### src/hw/rtl/averaging_thermostat_assert.svh
// Assertion macros shared by the averaging thermostat RTL.
`ifndef AVERAGING_THERMOSTAT_ASSERT_SVH
`define AVERAGING_THERMOSTAT_ASSERT_SVH

`ifndef SYNTHESIS
// Checks a property at every clock edge outside reset.
`define AVGT_ASSERT(label, clk, rst_n, prop) \
	label: assert property (@(posedge clk) disable iff (!rst_n) (prop)) \
		else $error("averaging thermostat assertion failed");
// Checks that a condition implies another one on the following edge.
`define AVGT_ASSERT_NEXT(label, clk, rst_n, pre, post) \
	label: assert property (@(posedge clk) disable iff (!rst_n) (pre) |=> (post)) \
		else $error("averaging thermostat assertion failed");
`else
`define AVGT_ASSERT(label, clk, rst_n, prop)
`define AVGT_ASSERT_NEXT(label, clk, rst_n, pre, post)
`endif

`endif

### src/hw/rtl/avgt_pkg.sv
// Types, constants and register codes of the averaging thermostat.
package avgt_pkg;

	localparam int RING_DEPTH_DEF = 10;
	localparam int QUEUE_DEPTH    = 2;

	localparam int ADC_W    = 10;
	localparam int TEMP_W   = 9;
	localparam int SETPT_W  = 7;
	localparam int STEP_W   = 4;
	localparam int DBAND_W  = 5;
	localparam int CFG_IDX_W  = 2;
	localparam int CFG_DATA_W = 7;

	// Register indexes of the configuration port.
	localparam logic [CFG_IDX_W-1:0] CFG_LOW_LIMIT  = 2'd0;
	localparam logic [CFG_IDX_W-1:0] CFG_HIGH_LIMIT = 2'd1;
	localparam logic [CFG_IDX_W-1:0] CFG_STEP       = 2'd2;
	localparam logic [CFG_IDX_W-1:0] CFG_DEADBAND   = 2'd3;

	localparam logic [SETPT_W-1:0] LOW_LIMIT_RST  = 7'd35;
	localparam logic [SETPT_W-1:0] HIGH_LIMIT_RST = 7'd75;
	localparam logic [STEP_W-1:0]  STEP_RST       = 4'd5;
	localparam logic [DBAND_W-1:0] DEADBAND_RST   = 5'd5;
	localparam logic [SETPT_W-1:0] SETPOINT_RST   = 7'd50;
	localparam logic [SETPT_W-1:0] SETPOINT_MAX   = 7'd127;

	typedef enum logic [1:0] {
		OP_SAMPLE  = 2'd0,
		OP_UP      = 2'd1,
		OP_DOWN    = 2'd2,
		OP_REFRESH = 2'd3
	} op_kind_t;

	typedef enum logic [2:0] {
		ST_IDLE,
		ST_SUM,
		ST_MUL,
		ST_FIX,
		ST_EMIT
	} back_state_t;

	typedef struct packed {
		logic [1:0]       operation;
		logic [ADC_W-1:0] adc_sample;
		logic             blink_phase;
	} in_item_t;

	typedef struct packed {
		logic              heater_on;
		logic              cooler_on;
		logic              lamp_on;
		logic [TEMP_W-1:0] shown_value;
		logic [TEMP_W-1:0] average_temp;
	} out_item_t;

	// A classified request as it waits in the queue.
	typedef struct packed {
		op_kind_t          kind;
		logic [TEMP_W-1:0] temp;
		logic              phase;
	} cmd_t;

	typedef struct packed {
		logic [SETPT_W-1:0] low_limit;
		logic [SETPT_W-1:0] high_limit;
		logic [STEP_W-1:0]  step;
		logic [DBAND_W-1:0] deadband;
	} cfg_t;

endpackage

### src/hw/rtl/averaging_thermostat.sv
// Top level of the averaging thermostat: configuration registers and the front, queue and back.
// The averaging thermostat takes one request at a time through in_valid/in_ready and returns
// exactly one result per request through out_valid/out_ready. A sample request halves the ten-bit
// converter reading into a temperature, writes it into a ring of RING_DEPTH entries (the first
// sample after reset fills every entry), recomputes the truncated average of the ring and decides
// heater, cooler and lamp from the deadband around the setpoint. A refresh request repeats the
// decision without touching the ring, and up and down requests step the setpoint only while it lies
// inside its limits and report all drives off. In the back end a sample request is popped and
// written to the ring (ST_IDLE), the single adder walks the ring (ST_SUM), the reciprocal multiply
// runs (ST_MUL), the divide is corrected (ST_FIX) and the result register is loaded (ST_EMIT) once
// no earlier result waits. Button and refresh requests go from ST_IDLE straight to ST_EMIT. A
// two-entry queue separates the front from the back, so requests are still accepted while a result
// waits to be taken. Configuration registers are to be written through cfg_we, cfg_index and cfg_wdata
// only while the block is idle (the block itself does not enforce this), and take effect on the next request.
module averaging_thermostat #(
	parameter int RING_DEPTH = avgt_pkg::RING_DEPTH_DEF
) (
	input  logic                                clk,
	input  logic                                arst_n,
	input  logic                                in_valid,
	output logic                                in_ready,
	input  avgt_pkg::in_item_t                  in_data,
	output logic                                out_valid,
	input  logic                                out_ready,
	output avgt_pkg::out_item_t                 out_data,
	input  logic                                cfg_we,
	input  logic [avgt_pkg::CFG_IDX_W-1:0]      cfg_index,
	input  logic [avgt_pkg::CFG_DATA_W-1:0]     cfg_wdata
);

	avgt_pkg::cfg_t cfg_q;
	avgt_pkg::cmd_t front_cmd;
	avgt_pkg::cmd_t queue_head;
	logic           queue_full;
	logic           queue_empty;
	logic           queue_push;
	logic           queue_pop;

	// Configuration register file; every write lands at once.
	always_ff @(posedge clk or negedge arst_n) begin
		if (!arst_n) begin
			cfg_q.low_limit  <= avgt_pkg::LOW_LIMIT_RST;
			cfg_q.high_limit <= avgt_pkg::HIGH_LIMIT_RST;
			cfg_q.step       <= avgt_pkg::STEP_RST;
			cfg_q.deadband   <= avgt_pkg::DEADBAND_RST;
		end else if (cfg_we) begin
			case (cfg_index)
				avgt_pkg::CFG_LOW_LIMIT:  cfg_q.low_limit  <= cfg_wdata;
				avgt_pkg::CFG_HIGH_LIMIT: cfg_q.high_limit <= cfg_wdata;
				avgt_pkg::CFG_STEP:       cfg_q.step       <= cfg_wdata[avgt_pkg::STEP_W-1:0];
				avgt_pkg::CFG_DEADBAND:   cfg_q.deadband   <= cfg_wdata[avgt_pkg::DBAND_W-1:0];
				default: ;
			endcase
		end
	end

	// The front end decodes each request and hands it to the queue.
	avgt_front u_front (
		.in_valid (in_valid),
		.in_ready (in_ready),
		.in_data  (in_data),
		.q_full   (queue_full),
		.q_push   (queue_push),
		.q_data   (front_cmd)
	);

	// The queue lets the front keep accepting while the back end is busy.
	avgt_queue u_queue (
		.clk       (clk),
		.arst_n    (arst_n),
		.push      (queue_push),
		.push_data (front_cmd),
		.full      (queue_full),
		.pop       (queue_pop),
		.empty     (queue_empty),
		.head      (queue_head)
	);

	// The back end owns the ring, the average, the setpoint and the result register.
	avgt_back #(
		.RING_DEPTH (RING_DEPTH)
	) u_back (
		.clk       (clk),
		.arst_n    (arst_n),
		.cfg       (cfg_q),
		.q_empty   (queue_empty),
		.q_head    (queue_head),
		.q_pop     (queue_pop),
		.out_valid (out_valid),
		.out_ready (out_ready),
		.out_data  (out_data)
	);

endmodule

### src/hw/rtl/avgt_front.sv
// Front end: accepts requests and classifies them into queue commands.
module avgt_front (
	input  logic             in_valid,
	output logic             in_ready,
	input  avgt_pkg::in_item_t in_data,
	input  logic             q_full,
	output logic             q_push,
	output avgt_pkg::cmd_t   q_data
);

	assign in_ready = !q_full;
	assign q_push   = in_valid && !q_full;

	always_comb begin
		q_data.phase = in_data.blink_phase;
		// The converter reading is halved to give the temperature.
		q_data.temp  = in_data.adc_sample[avgt_pkg::ADC_W-1:1];
		case (in_data.operation)
			avgt_pkg::OP_SAMPLE:  q_data.kind = avgt_pkg::OP_SAMPLE;
			avgt_pkg::OP_UP:      q_data.kind = avgt_pkg::OP_UP;
			avgt_pkg::OP_DOWN:    q_data.kind = avgt_pkg::OP_DOWN;
			default:              q_data.kind = avgt_pkg::OP_REFRESH;
		endcase
	end

endmodule

### src/hw/rtl/avgt_queue.sv
// Short command queue between the front end and the back end.
module avgt_queue (
	input  logic           clk,
	input  logic           arst_n,
	input  logic           push,
	input  avgt_pkg::cmd_t push_data,
	output logic           full,
	input  logic           pop,
	output logic           empty,
	output avgt_pkg::cmd_t head
);

	localparam int DEPTH = avgt_pkg::QUEUE_DEPTH;
	localparam int PTR_W = $clog2(DEPTH);
	localparam int CNT_W = $clog2(DEPTH + 1);
	localparam logic [PTR_W-1:0] LAST_PTR = PTR_W'(DEPTH - 1);
	localparam logic [CNT_W-1:0] FULL_CNT = CNT_W'(DEPTH);

	avgt_pkg::cmd_t   entry_q [DEPTH];
	logic [PTR_W-1:0] wr_ptr_q;
	logic [PTR_W-1:0] rd_ptr_q;
	logic [CNT_W-1:0] count_q;
	logic             do_push;
	logic             do_pop;

	assign full    = (count_q == FULL_CNT);
	assign empty   = (count_q == '0);
	assign head    = entry_q[rd_ptr_q];
	assign do_push = push && !full;
	assign do_pop  = pop && !empty;

	always_ff @(posedge clk) begin
		if (do_push) begin
			entry_q[wr_ptr_q] <= push_data;
		end
	end

	always_ff @(posedge clk or negedge arst_n) begin
		if (!arst_n) begin
			wr_ptr_q <= '0;
			rd_ptr_q <= '0;
			count_q  <= '0;
		end else begin
			if (do_push) begin
				wr_ptr_q <= (wr_ptr_q == LAST_PTR) ? '0 : wr_ptr_q + 1'b1;
			end
			if (do_pop) begin
				rd_ptr_q <= (rd_ptr_q == LAST_PTR) ? '0 : rd_ptr_q + 1'b1;
			end
			if (do_push && !do_pop) begin
				count_q <= count_q + 1'b1;
			end else if (do_pop && !do_push) begin
				count_q <= count_q - 1'b1;
			end
		end
	end

endmodule

### src/hw/rtl/avgt_back.sv
// Back end: ring of temperatures, averaging, setpoint and drive decision.
module avgt_back #(
	parameter int RING_DEPTH = avgt_pkg::RING_DEPTH_DEF
) (
	input  logic                clk,
	input  logic                arst_n,
	input  avgt_pkg::cfg_t      cfg,
	input  logic                q_empty,
	input  avgt_pkg::cmd_t      q_head,
	output logic                q_pop,
	output logic                out_valid,
	input  logic                out_ready,
	output avgt_pkg::out_item_t out_data
);

	`include "averaging_thermostat_assert.svh"

	localparam int TW    = avgt_pkg::TEMP_W;
	localparam int SW    = avgt_pkg::SETPT_W;
	localparam int IDX_W = $clog2(RING_DEPTH);
	localparam int SUM_W = TW + $clog2(RING_DEPTH);
	localparam int PROD_W = 2 * SUM_W;
	// Floor of 2^SUM_W / depth: the estimate is short by at most one.
	localparam int RECIP = (2 ** SUM_W) / RING_DEPTH;
	localparam logic [SUM_W-1:0] RECIP_C = SUM_W'(RECIP);
	localparam logic [SUM_W-1:0] DEPTH_C = SUM_W'(RING_DEPTH);
	localparam logic [IDX_W-1:0] LAST_IDX = IDX_W'(RING_DEPTH - 1);
	localparam int CMP_W = 11;

	avgt_pkg::back_state_t state_q, state_d;

	logic [TW-1:0]     ring_q [RING_DEPTH];
	logic [IDX_W-1:0]  ring_pos_q;
	logic              ring_primed_q;
	logic [IDX_W-1:0]  sum_idx_q;
	logic [SUM_W-1:0]  acc_q;
	logic [PROD_W-1:0] prod_s1;
	logic [TW-1:0]     average_q;
	logic [TW-1:0]     latest_q;
	logic [SW-1:0]     setpoint_q;
	avgt_pkg::cmd_t    cmd_q;
	logic              out_valid_q;
	avgt_pkg::out_item_t out_q;

	logic              pop_go;
	logic              sum_go;
	logic              mul_go;
	logic              fix_go;
	logic              emit_go;

	logic [SUM_W-1:0]  quot_est;
	logic [PROD_W-1:0] back_prod;
	logic [SUM_W-1:0]  remainder;
	logic [SUM_W-1:0]  quot_fix;
	logic [SW:0]       sp_up;
	logic [SW-1:0]     sp_next;
	logic signed [CMP_W-1:0] s_val, a_minus_d, a_plus_d;
	logic              cool, heat;
	avgt_pkg::out_item_t out_next;

	// Next state.
	always_comb begin
		state_d = state_q;
		case (state_q)
			avgt_pkg::ST_IDLE: begin
				if (!q_empty) begin
					state_d = (q_head.kind == avgt_pkg::OP_SAMPLE) ?
						avgt_pkg::ST_SUM : avgt_pkg::ST_EMIT;
				end
			end
			avgt_pkg::ST_SUM: begin
				if (sum_idx_q == LAST_IDX) begin
					state_d = avgt_pkg::ST_MUL;
				end
			end
			avgt_pkg::ST_MUL: state_d = avgt_pkg::ST_FIX;
			avgt_pkg::ST_FIX: state_d = avgt_pkg::ST_EMIT;
			avgt_pkg::ST_EMIT: begin
				if (!out_valid_q || out_ready) begin
					state_d = avgt_pkg::ST_IDLE;
				end
			end
			default: state_d = avgt_pkg::ST_IDLE;
		endcase
	end

	// Control outputs of the sequencer.
	always_comb begin
		pop_go  = 1'b0;
		sum_go  = 1'b0;
		mul_go  = 1'b0;
		fix_go  = 1'b0;
		emit_go = 1'b0;
		case (state_q)
			avgt_pkg::ST_IDLE: pop_go  = !q_empty;
			avgt_pkg::ST_SUM:  sum_go  = 1'b1;
			avgt_pkg::ST_MUL:  mul_go  = 1'b1;
			avgt_pkg::ST_FIX:  fix_go  = 1'b1;
			avgt_pkg::ST_EMIT: emit_go = !out_valid_q || out_ready;
			default: ;
		endcase
	end

	assign q_pop = pop_go;

	// Average correction: the reciprocal estimate is raised by one if short.
	always_comb begin
		quot_est  = prod_s1[PROD_W-1:SUM_W];
		back_prod = {{SUM_W{1'b0}}, quot_est} * {{SUM_W{1'b0}}, DEPTH_C};
		remainder = acc_q - back_prod[SUM_W-1:0];
		quot_fix  = (remainder >= DEPTH_C) ? quot_est + 1'b1 : quot_est;
	end

	// Setpoint stepping with saturation.
	always_comb begin
		sp_up   = {1'b0, setpoint_q} + {{(SW - avgt_pkg::STEP_W + 1){1'b0}}, cfg.step};
		sp_next = setpoint_q;
		case (cmd_q.kind)
			avgt_pkg::OP_UP: begin
				if (setpoint_q < cfg.high_limit) begin
					sp_next = sp_up[SW] ? avgt_pkg::SETPOINT_MAX : sp_up[SW-1:0];
				end
			end
			avgt_pkg::OP_DOWN: begin
				if (setpoint_q > cfg.low_limit) begin
					sp_next = (setpoint_q >= SW'(cfg.step)) ?
						setpoint_q - SW'(cfg.step) : '0;
				end
			end
			default: ;
		endcase
	end

	// Deadband decision in signed arithmetic.
	always_comb begin
		s_val     = $signed({{(CMP_W - SW){1'b0}}, setpoint_q});
		a_minus_d = $signed({{(CMP_W - TW){1'b0}}, average_q})
			- $signed({{(CMP_W - avgt_pkg::DBAND_W){1'b0}}, cfg.deadband});
		a_plus_d  = $signed({{(CMP_W - TW){1'b0}}, average_q})
			+ $signed({{(CMP_W - avgt_pkg::DBAND_W){1'b0}}, cfg.deadband});
		cool = (s_val <= a_minus_d) && (s_val < a_plus_d);
		heat = (s_val >= a_plus_d) && (s_val > a_minus_d);
	end

	always_comb begin
		out_next.average_temp = average_q;
		if (cmd_q.kind == avgt_pkg::OP_UP || cmd_q.kind == avgt_pkg::OP_DOWN) begin
			out_next.heater_on   = 1'b0;
			out_next.cooler_on   = 1'b0;
			out_next.lamp_on     = 1'b0;
			out_next.shown_value = {{(TW - SW){1'b0}}, sp_next};
		end else begin
			out_next.heater_on   = heat;
			out_next.cooler_on   = cool;
			out_next.lamp_on     = cool || (heat && cmd_q.phase);
			out_next.shown_value = latest_q;
		end
	end

	// Ring and datapath registers that need no reset.
	always_ff @(posedge clk) begin
		if (pop_go) begin
			cmd_q <= q_head;
			if (q_head.kind == avgt_pkg::OP_SAMPLE) begin
				if (!ring_primed_q) begin
					for (int i = 0; i < RING_DEPTH; i++) begin
						ring_q[i] <= q_head.temp;
					end
				end else begin
					ring_q[ring_pos_q] <= q_head.temp;
				end
			end
		end
		if (pop_go) begin
			acc_q <= '0;
		end else if (sum_go) begin
			acc_q <= acc_q + {{(SUM_W - TW){1'b0}}, ring_q[sum_idx_q]};
		end
		if (mul_go) begin
			prod_s1 <= {{SUM_W{1'b0}}, acc_q} * {{SUM_W{1'b0}}, RECIP_C};
		end
		if (emit_go) begin
			out_q <= out_next;
		end
	end

	always_ff @(posedge clk or negedge arst_n) begin
		if (!arst_n) begin
			state_q       <= avgt_pkg::ST_IDLE;
			ring_pos_q    <= '0;
			ring_primed_q <= 1'b0;
			sum_idx_q     <= '0;
			average_q     <= '0;
			latest_q      <= '0;
			setpoint_q    <= avgt_pkg::SETPOINT_RST;
			out_valid_q   <= 1'b0;
		end else begin
			state_q <= state_d;
			if (pop_go && q_head.kind == avgt_pkg::OP_SAMPLE) begin
				latest_q      <= q_head.temp;
				ring_primed_q <= 1'b1;
				if (ring_primed_q) begin
					ring_pos_q <= (ring_pos_q == LAST_IDX) ? '0 : ring_pos_q + 1'b1;
				end
			end
			// The sum index wraps after the last entry so it never leaves the ring.
			if (pop_go) begin
				sum_idx_q <= '0;
			end else if (sum_go) begin
				sum_idx_q <= (sum_idx_q == LAST_IDX) ? '0 : sum_idx_q + 1'b1;
			end
			if (fix_go) begin
				average_q <= quot_fix[TW-1:0];
			end
			if (emit_go) begin
				setpoint_q <= sp_next;
			end
			if (emit_go) begin
				out_valid_q <= 1'b1;
			end else if (out_ready) begin
				out_valid_q <= 1'b0;
			end
		end
	end

	assign out_valid = out_valid_q;
	assign out_data  = out_q;

	`AVGT_ASSERT(a_pos_in_range, clk, arst_n, ring_pos_q <= LAST_IDX)
	`AVGT_ASSERT(a_idx_in_range, clk, arst_n, sum_idx_q <= LAST_IDX)
	`AVGT_ASSERT(a_drives_exclusive, clk, arst_n, !(out_valid_q && out_q.heater_on && out_q.cooler_on))
	`AVGT_ASSERT_NEXT(a_result_from_emit, clk, arst_n, state_q != avgt_pkg::ST_EMIT && !out_valid_q, !out_valid_q)

endmodule
### config.mk
export PLATFORM = sky130hd
export DESIGN_NAME = averaging_thermostat
export DESIGN_NICKNAME = d
export VERILOG_FILES = /design/src/hw/rtl/avgt_pkg.sv /design/src/hw/rtl/averaging_thermostat.sv /design/src/hw/rtl/avgt_front.sv /design/src/hw/rtl/avgt_queue.sv /design/src/hw/rtl/avgt_back.sv
export VERILOG_INCLUDE_DIRS = /design/src /design/src/hw/rtl
export SDC_FILE = /design/constraint.sdc
export NUM_CORES = 1
export LEC_CHECK = 0
export BUFFER_PORTS_ARGS = -buffer_cell sky130_fd_sc_hd__buf_2
export CAP_MARGIN = 20
export CORE_MARGIN = 2
export CORE_UTILIZATION = 55
export CTS_BUF_LIST = sky130_fd_sc_hd__clkbuf_2 sky130_fd_sc_hd__clkbuf_4 sky130_fd_sc_hd__clkbuf_8
export CTS_CLUSTER_DIAMETER = 120
export DETAILED_ROUTE_END_ITERATION = 10
export PLACE_DENSITY = 0.8
export SETUP_SLACK_MARGIN = 0.15
export SLEW_MARGIN = 20
export SYNTH_ARGS = -nofsm -noshare
export SYNTH_HDL_FRONTEND = slang
export SYNTH_SLANG_ARGS = --single-unit
### constraint.sdc
create_clock -name clk -period 5.25 [get_ports clk]
set_input_delay 1.05 -clock clk [delete_from_list [all_inputs] [get_ports clk]]
set_output_delay 1.05 -clock clk [all_outputs]
set_load 0.01 [all_outputs]
# Yosys cells after proc, flatten, opt, wreduce, memory -nomap -nowiden
# Memories as Yosys holds them, arrays and structs flattened.
# Index checks and enable logic that the tools add are counted.
[word_totals] reg_bits=125 out_inout_bits=23 ram_bits=114 mem_count=2
[classes] mux=41 n_reduce_logical=32 n_eq_ne=17 order_cmp=8 n_addsub=13 n_mul=2
[mem_list] name="u_back.ring_q" words=10 width=9 read_ports=1 rd_ports_with_merged_regs=0 write_ports=10 line_no="avgt_back.sv:32" text="logic [TW-1:0] ring_q [RING_DEPTH];"
[mem_list] name="u_queue.entry_q" words=2 width=12 read_ports=1 rd_ports_with_merged_regs=0 write_ports=1 line_no="avgt_queue.sv:19" text="avgt_pkg::cmd_t entry_q [DEPTH];"
[op_table] operator="$mux 7" n=5
[op_table] operator="$mul 13x10->23 const B" n=1
[op_table] operator="$mux 1" n=20
[op_table] operator="$mux 4" n=5
[op_table] operator="$mux 9" n=2
[op_table] operator="$pmux 3 s5" n=1
[op_table] operator="$pmux 7 s2" n=1
[op_table] operator="$add 13x9->13" n=1
[op_table] operator="$ge 13x4->1 const B" n=1
[op_table] operator="$sub 13x13->13" n=1
[op_table] operator="$mul 10x3->12 const B" n=1
[op_table] operator="$mux 3" n=4
[op_table] operator="$ge 8x11->1" n=1
[op_table] operator="$gt 8x11->1" n=1
[op_table] operator="$le 8x11->1" n=1
[op_table] operator="$lt 8x11->1" n=1
[op_table] operator="$add 9x5->10" n=1
[op_table] operator="$eq 2x2->1 const B" n=5
[op_table] operator="$reduce_and 2->1" n=5
[op_table] operator="$sub 9x5->10" n=1
[op_table] operator="$add 9x1->9 const B" n=1
[op_table] operator="$logic_and 1x1->1" n=9
[op_table] operator="$reduce_or 9->1" n=1
[op_table] operator="$add 4x1->4 const B" n=2
[op_table] operator="other kinds (23)" n=41

# Longest topological paths before layout
[logic_depth] word_depth=8 mapped_depth=19 depth_no_buf=19

# Cells and area by module
# Synthesis repeated with hierarchy kept, for this count alone.
[hier_totals] hier_cells=1282 area_unflattened_um2=16279.4
[modules_own_cells] module="avgt_back" area_each_um2=14196.1 cells_each=1162 seq_area_each_um2=6560.0 n_inst=1
[modules_own_cells] module="avgt_queue" area_each_um2=1099.8 cells_each=56 seq_area_each_um2=820.8 n_inst=1
[modules_own_cells] module="averaging_thermostat" area_each_um2=890.9 cells_each=50 seq_area_each_um2=589.3 n_inst=1
[modules_own_cells] module="avgt_front" area_each_um2=92.6 cells_each=14 seq_area_each_um2=0.0 n_inst=1

# Worst setup path after synthesis
# No wires, ideal clock.
[synth_path] path_type="reg-to-reg" startpoint="register u_back.acc_q[8]" endpoint="register u_back.prod_s1[22] (data pin)" period_less_slack_ns=5.100 path_buffers=0 stages_incl_launch_ff=20 arrival_ns=4.840 slack_ns=0.150 path_cell_list="dfxtp_1 -> ha_1 -> inv_1 -> fa_1 -> fa_1 -> inv_1 -> fa_1 -> inv_1 -> fa_1 -> inv_1 -> ha_1 -> o21ai_0 -> o2bb2ai_1 -> or4_1 -> a31oi_1 -> a41o_1 -> o21a_1 -> o21a_1 -> nor2_1 -> xnor2_1"
[synth_between] elab_chain_cells=1
[synth_rtl] item="from (decl)" line_no="avgt_back.sv:36" text="logic [SUM_W-1:0] acc_q;"
[synth_rtl] item="from (signal assigned)" line_no="avgt_back.sv:177" text="acc_q <= acc_q + {{(SUM_W - TW){1'b0}}, ring_q[sum_idx_q]};"
[synth_rtl] item="$mul 13x10->23" line_no="avgt_back.sv:180" text="prod_s1 <= {{SUM_W{1'b0}}, acc_q} * {{SUM_W{1'b0}}, RECIP_C};"
[synth_rtl] item="to (signal assigned)" line_no="avgt_back.sv:180"
[synth_rtl] item="to (decl)" line_no="avgt_back.sv:37" text="logic [PROD_W-1:0] prod_s1;"
# Every way passes these cells.
# A chain may end at the register's enable or synchronous reset.

# Worst setup path in the final report
[layout_path] startpoint="register u_back.acc_q[3]" endpoint="register u_back.prod_s1[22] (data pin)"
# The elaborated chain is that of the path after synthesis.

==> out/results.tsv <==
metric	value	unit
outcome	finished, final reports clean	
startpoint_type	flip-flop	
layout-drive-gt1-share	0.220	
wl	32600	um
synth-seq-cells	280	
n_fill_cell	2136	
cts_hold_repair.buffers	0	
p_comb_frac	0.418	
finalCriticalPeriod	4910	ps
path_clk_slew	70	ps
synth_edf_count	202	
ios	50	
worst_pin_slew	1000	ps
row_count	62	
cap_violations	0	
internal_power	5.51	mW
slew-limit-headroom	0.330	
seqCellArea	0.00799	mm2
async_flop_share	0.232	
die_w	175	um
rsz0062_at_grt	no	
globalRouteTotalUtil	0.218	
cts_tree	done	
fin_cells	1768	
grt_pass1_vias	10200	
final_core_util	0.625	
reg2regPathDepth	19	
fin_crit_sh	0.936	
drc	0	
fin_ws	338	ps
hold_path_depth	1	
powerDensity	490	mW/mm2
ctsHtreeMaxLevel	2	
power_leakage	7.45	nW
peakVddDrop	0.468	mV
dp_hpwl	23700	um
endpoint	u_back.prod_s1[22]	
synth_ff_type	edfxtp_1	
seqPwrFrac	0.372	
swShare	0.373	
avgViaCountPerCell	5.71	
synth-seq-area-share	0.498	
cts.sinks	280	
final-setup-viol-count	0	
worstPathMaxFanout	3	
drt-initial-drc-count	651	
hp-class	flip-flop to flip-flop	
power_frac_clock	0.210	
clock.fmax	204	MHz
portBuffers	48	
grt_pass1_wl	52200	um
vias	10100	
cts-root-buf	clkbuf_8	
critPathLaunch	u_back.acc_q[3]	
post-place-ws	0.297	ps
place.gp.congestion	0.887	
chipHeight	175	um
setup_tns	0	ps
slew_violations	0	
drt-pass1-iter-count	5	
synthesis.yosys.warnings	0	
synth_cell_type_count	63	
cp-end-kind	flip-flop	
cp.arrival	5230	ps
regToRegStartpoint	u_back.acc_q[3]	
clock_skew	24.4	ps
reg2reg_slack	340	ps
ant_nets	0	
core_area	0.0287	mm2
syn_nets	1478	
dp.cells	1682	
critical_path_class	flip-flop to flip-flop	
areaGrowthSynthToFinish	12.2	%
grt_start_max_net_pins	37	
insertion_delay	580	ps
required	5570	ps
start_util	0.557	
gr-total-overflow	0	
syn_avg_cell_area	12.8	um2
r2r_end	u_back.prod_s1[22]	
syn_area	0.0160	mm2
cts.path.max_buffers	3	
die-area	0.0305	mm2
layout.nets	1576	
routedWlPerCell	18.4	um
antenna_found_initial	1	
hold_viol_final	0	
n_antenna_cell	0	
syn_inst	1251	
p_sw	3.28	mW
cts_buffers	44	
multi_input_area	0.00754	mm2
logic make-up after synthesis:
kind of cell / count (synthesis) / synth area share
flip-flops: 280 / 0.498
AND/OR/NAND/NOR: 256 / 0.0792
adder cells (fa/ha/maj): 200 / 0.175
XOR/XNOR: 60 / 0.0329
buffers and inverters: 170 / 0.0399
multiplexers: 97 / 0.0995
AO/OA/AOI/OAI: 188 / 0.0756
stage by stage:
stage,hold WS (ps),cell area [um2],total power [mW]
global route,521,17900,9.45
CTS,500,17800,8.70
detailed placement,490,16900,6.82
global placement,479,16900,6.66
finish,502,17900,8.79
floorplan,423,16000,5.81
worst min path at each step:
stage                        start                  to  slack (ps)
4_1_cts           u_queue.wr_ptr_q    u_queue.wr_ptr_q         500
6_report          u_queue.wr_ptr_q    u_queue.wr_ptr_q         500
3_3_place_gp    u_queue.count_q[1]  u_queue.count_q[1]         480
2_1_floorplan  u_back.average_q[5]  u_back.out_data[5]         420
5_1_grt           u_queue.wr_ptr_q    u_queue.wr_ptr_q         520
3_5_place_dp      u_queue.wr_ptr_q    u_queue.wr_ptr_q         490
power by group through the flow:
stage | clock [mW] | sequential, mW | combinational [mW]
finish | 1.85 | 3.27 | 3.67
global route | 1.98 | 3.32 | 4.15
CTS | 1.88 | 3.25 | 3.57
detailed placement | 0 | 3.29 | 3.53
global placement | 0 | 3.27 | 3.40
floorplan | 0 | 3.18 | 2.64
worst max-delay path, cell delays in order (launching register included):
cell and delay, ps:
dfxtp_4 370, ha_4 270, inv_1 50, fa_1 490, fa_1 540, inv_1 50
fa_1 520, inv_1 50, fa_1 490, inv_2 50, ha_4 260, o21ai_1 70
o2bb2ai_2 140, or4_4 440, a31oi_4 190, a41o_1 210, o21a_1 170, o21a_1 150
nor2_1 50, xnor2_1 110
area by class of cell:
type                    instances  share of cell area
well taps                     384              0.0268
inverters                     134              0.0280
repair buffers                 88              0.0303
multi-input cells             801               0.420
clock inverters                20             0.00864
flip-flops and latches        280               0.445
clock buffers                  61              0.0412
layer usage:
metal  GRT usage  wire, um  vias up
met4      0.0566       513        0
met3      0.0341      1550       38
li1            -         -     4772
met5           0         0        -
met2       0.376     16600      266
met1       0.289     13900     5028
timing repair:
| action | CTS | global route |
|---|---|---|
| pin swaps | 3 | 13 |
| hold endpoints to repair | 0 | 0 |
| gates resized for setup | 3 | 26 |
| endpoints found under the setup margin | 2 | 3 |
| setup buffers | 2 | 3 |
cells in the mapped netlist, types with 7 or more instances:
cell type  instances  area (um2)
edfxtp_1         202        6070
ha_1             161        2010
inv_1            132         495
nor2_1            68         255
a21oi_1           54         270
nand2_1           54         203
dfrtp_1           51        1280
mux2_2            46         518
mux4_2            45        1010
o21ai_0           44         220
fa_1              39         781
xnor2_1           34         298
nand3_1           32         160
clkbuf_1          31         116
xor2_1            26         228
nor3_1            22         110
nand2b_1          17         106
nor2b_1           15        93.8
dfstp_2           14         368
dfxtp_1           13         260
a31oi_1           11        68.8
o21a_1            11        82.6
a21o_1            10        75.1
nand4_1           10        62.6
nor3b_1            9        67.6
o211ai_1           9        67.6
o22ai_1            7        43.8
or2_2              7        43.8
cells in the final DEF (no fill, tap or decap), types with 12 or more instances in the layout:
cell and instances:
clkbuf_4 16, xnor2_1 34, nor3_1 22, o21ai_0 43, inv_1 129, mux4_2 45, edfxtp_1 202, buf_4 39
fa_1 39, xor2_1 26, mux2_2 46, nor2_1 67, nor2b_1 15, clkbuf_8 45, nand2b_1 17, buf_2 48
nand3_1 32, a21oi_1 54, ha_1 151, clkinv_1 12, dfrtp_1 50, dfstp_2 14, nand2_1 54
registers in the layout, indices dropped and copies added, names as in the netlist, 2 cells and up:
register and flops:
u_back.prod_s1 10, u_back.state_q 3, u_back.acc_q 13, u_back.latest_q 9
u_back.cmd_q 3, u_back.ring_pos_q 4, u_back.out_data 21, u_queue.entry_q 24
u_back.setpoint_q 7, u_queue.count_q 2, u_back.average_q 9, u_back.sum_idx_q 4
u_back.ring_q 144, cfg_q 23
No activity file was read; power rests on OpenSTA's default activity.
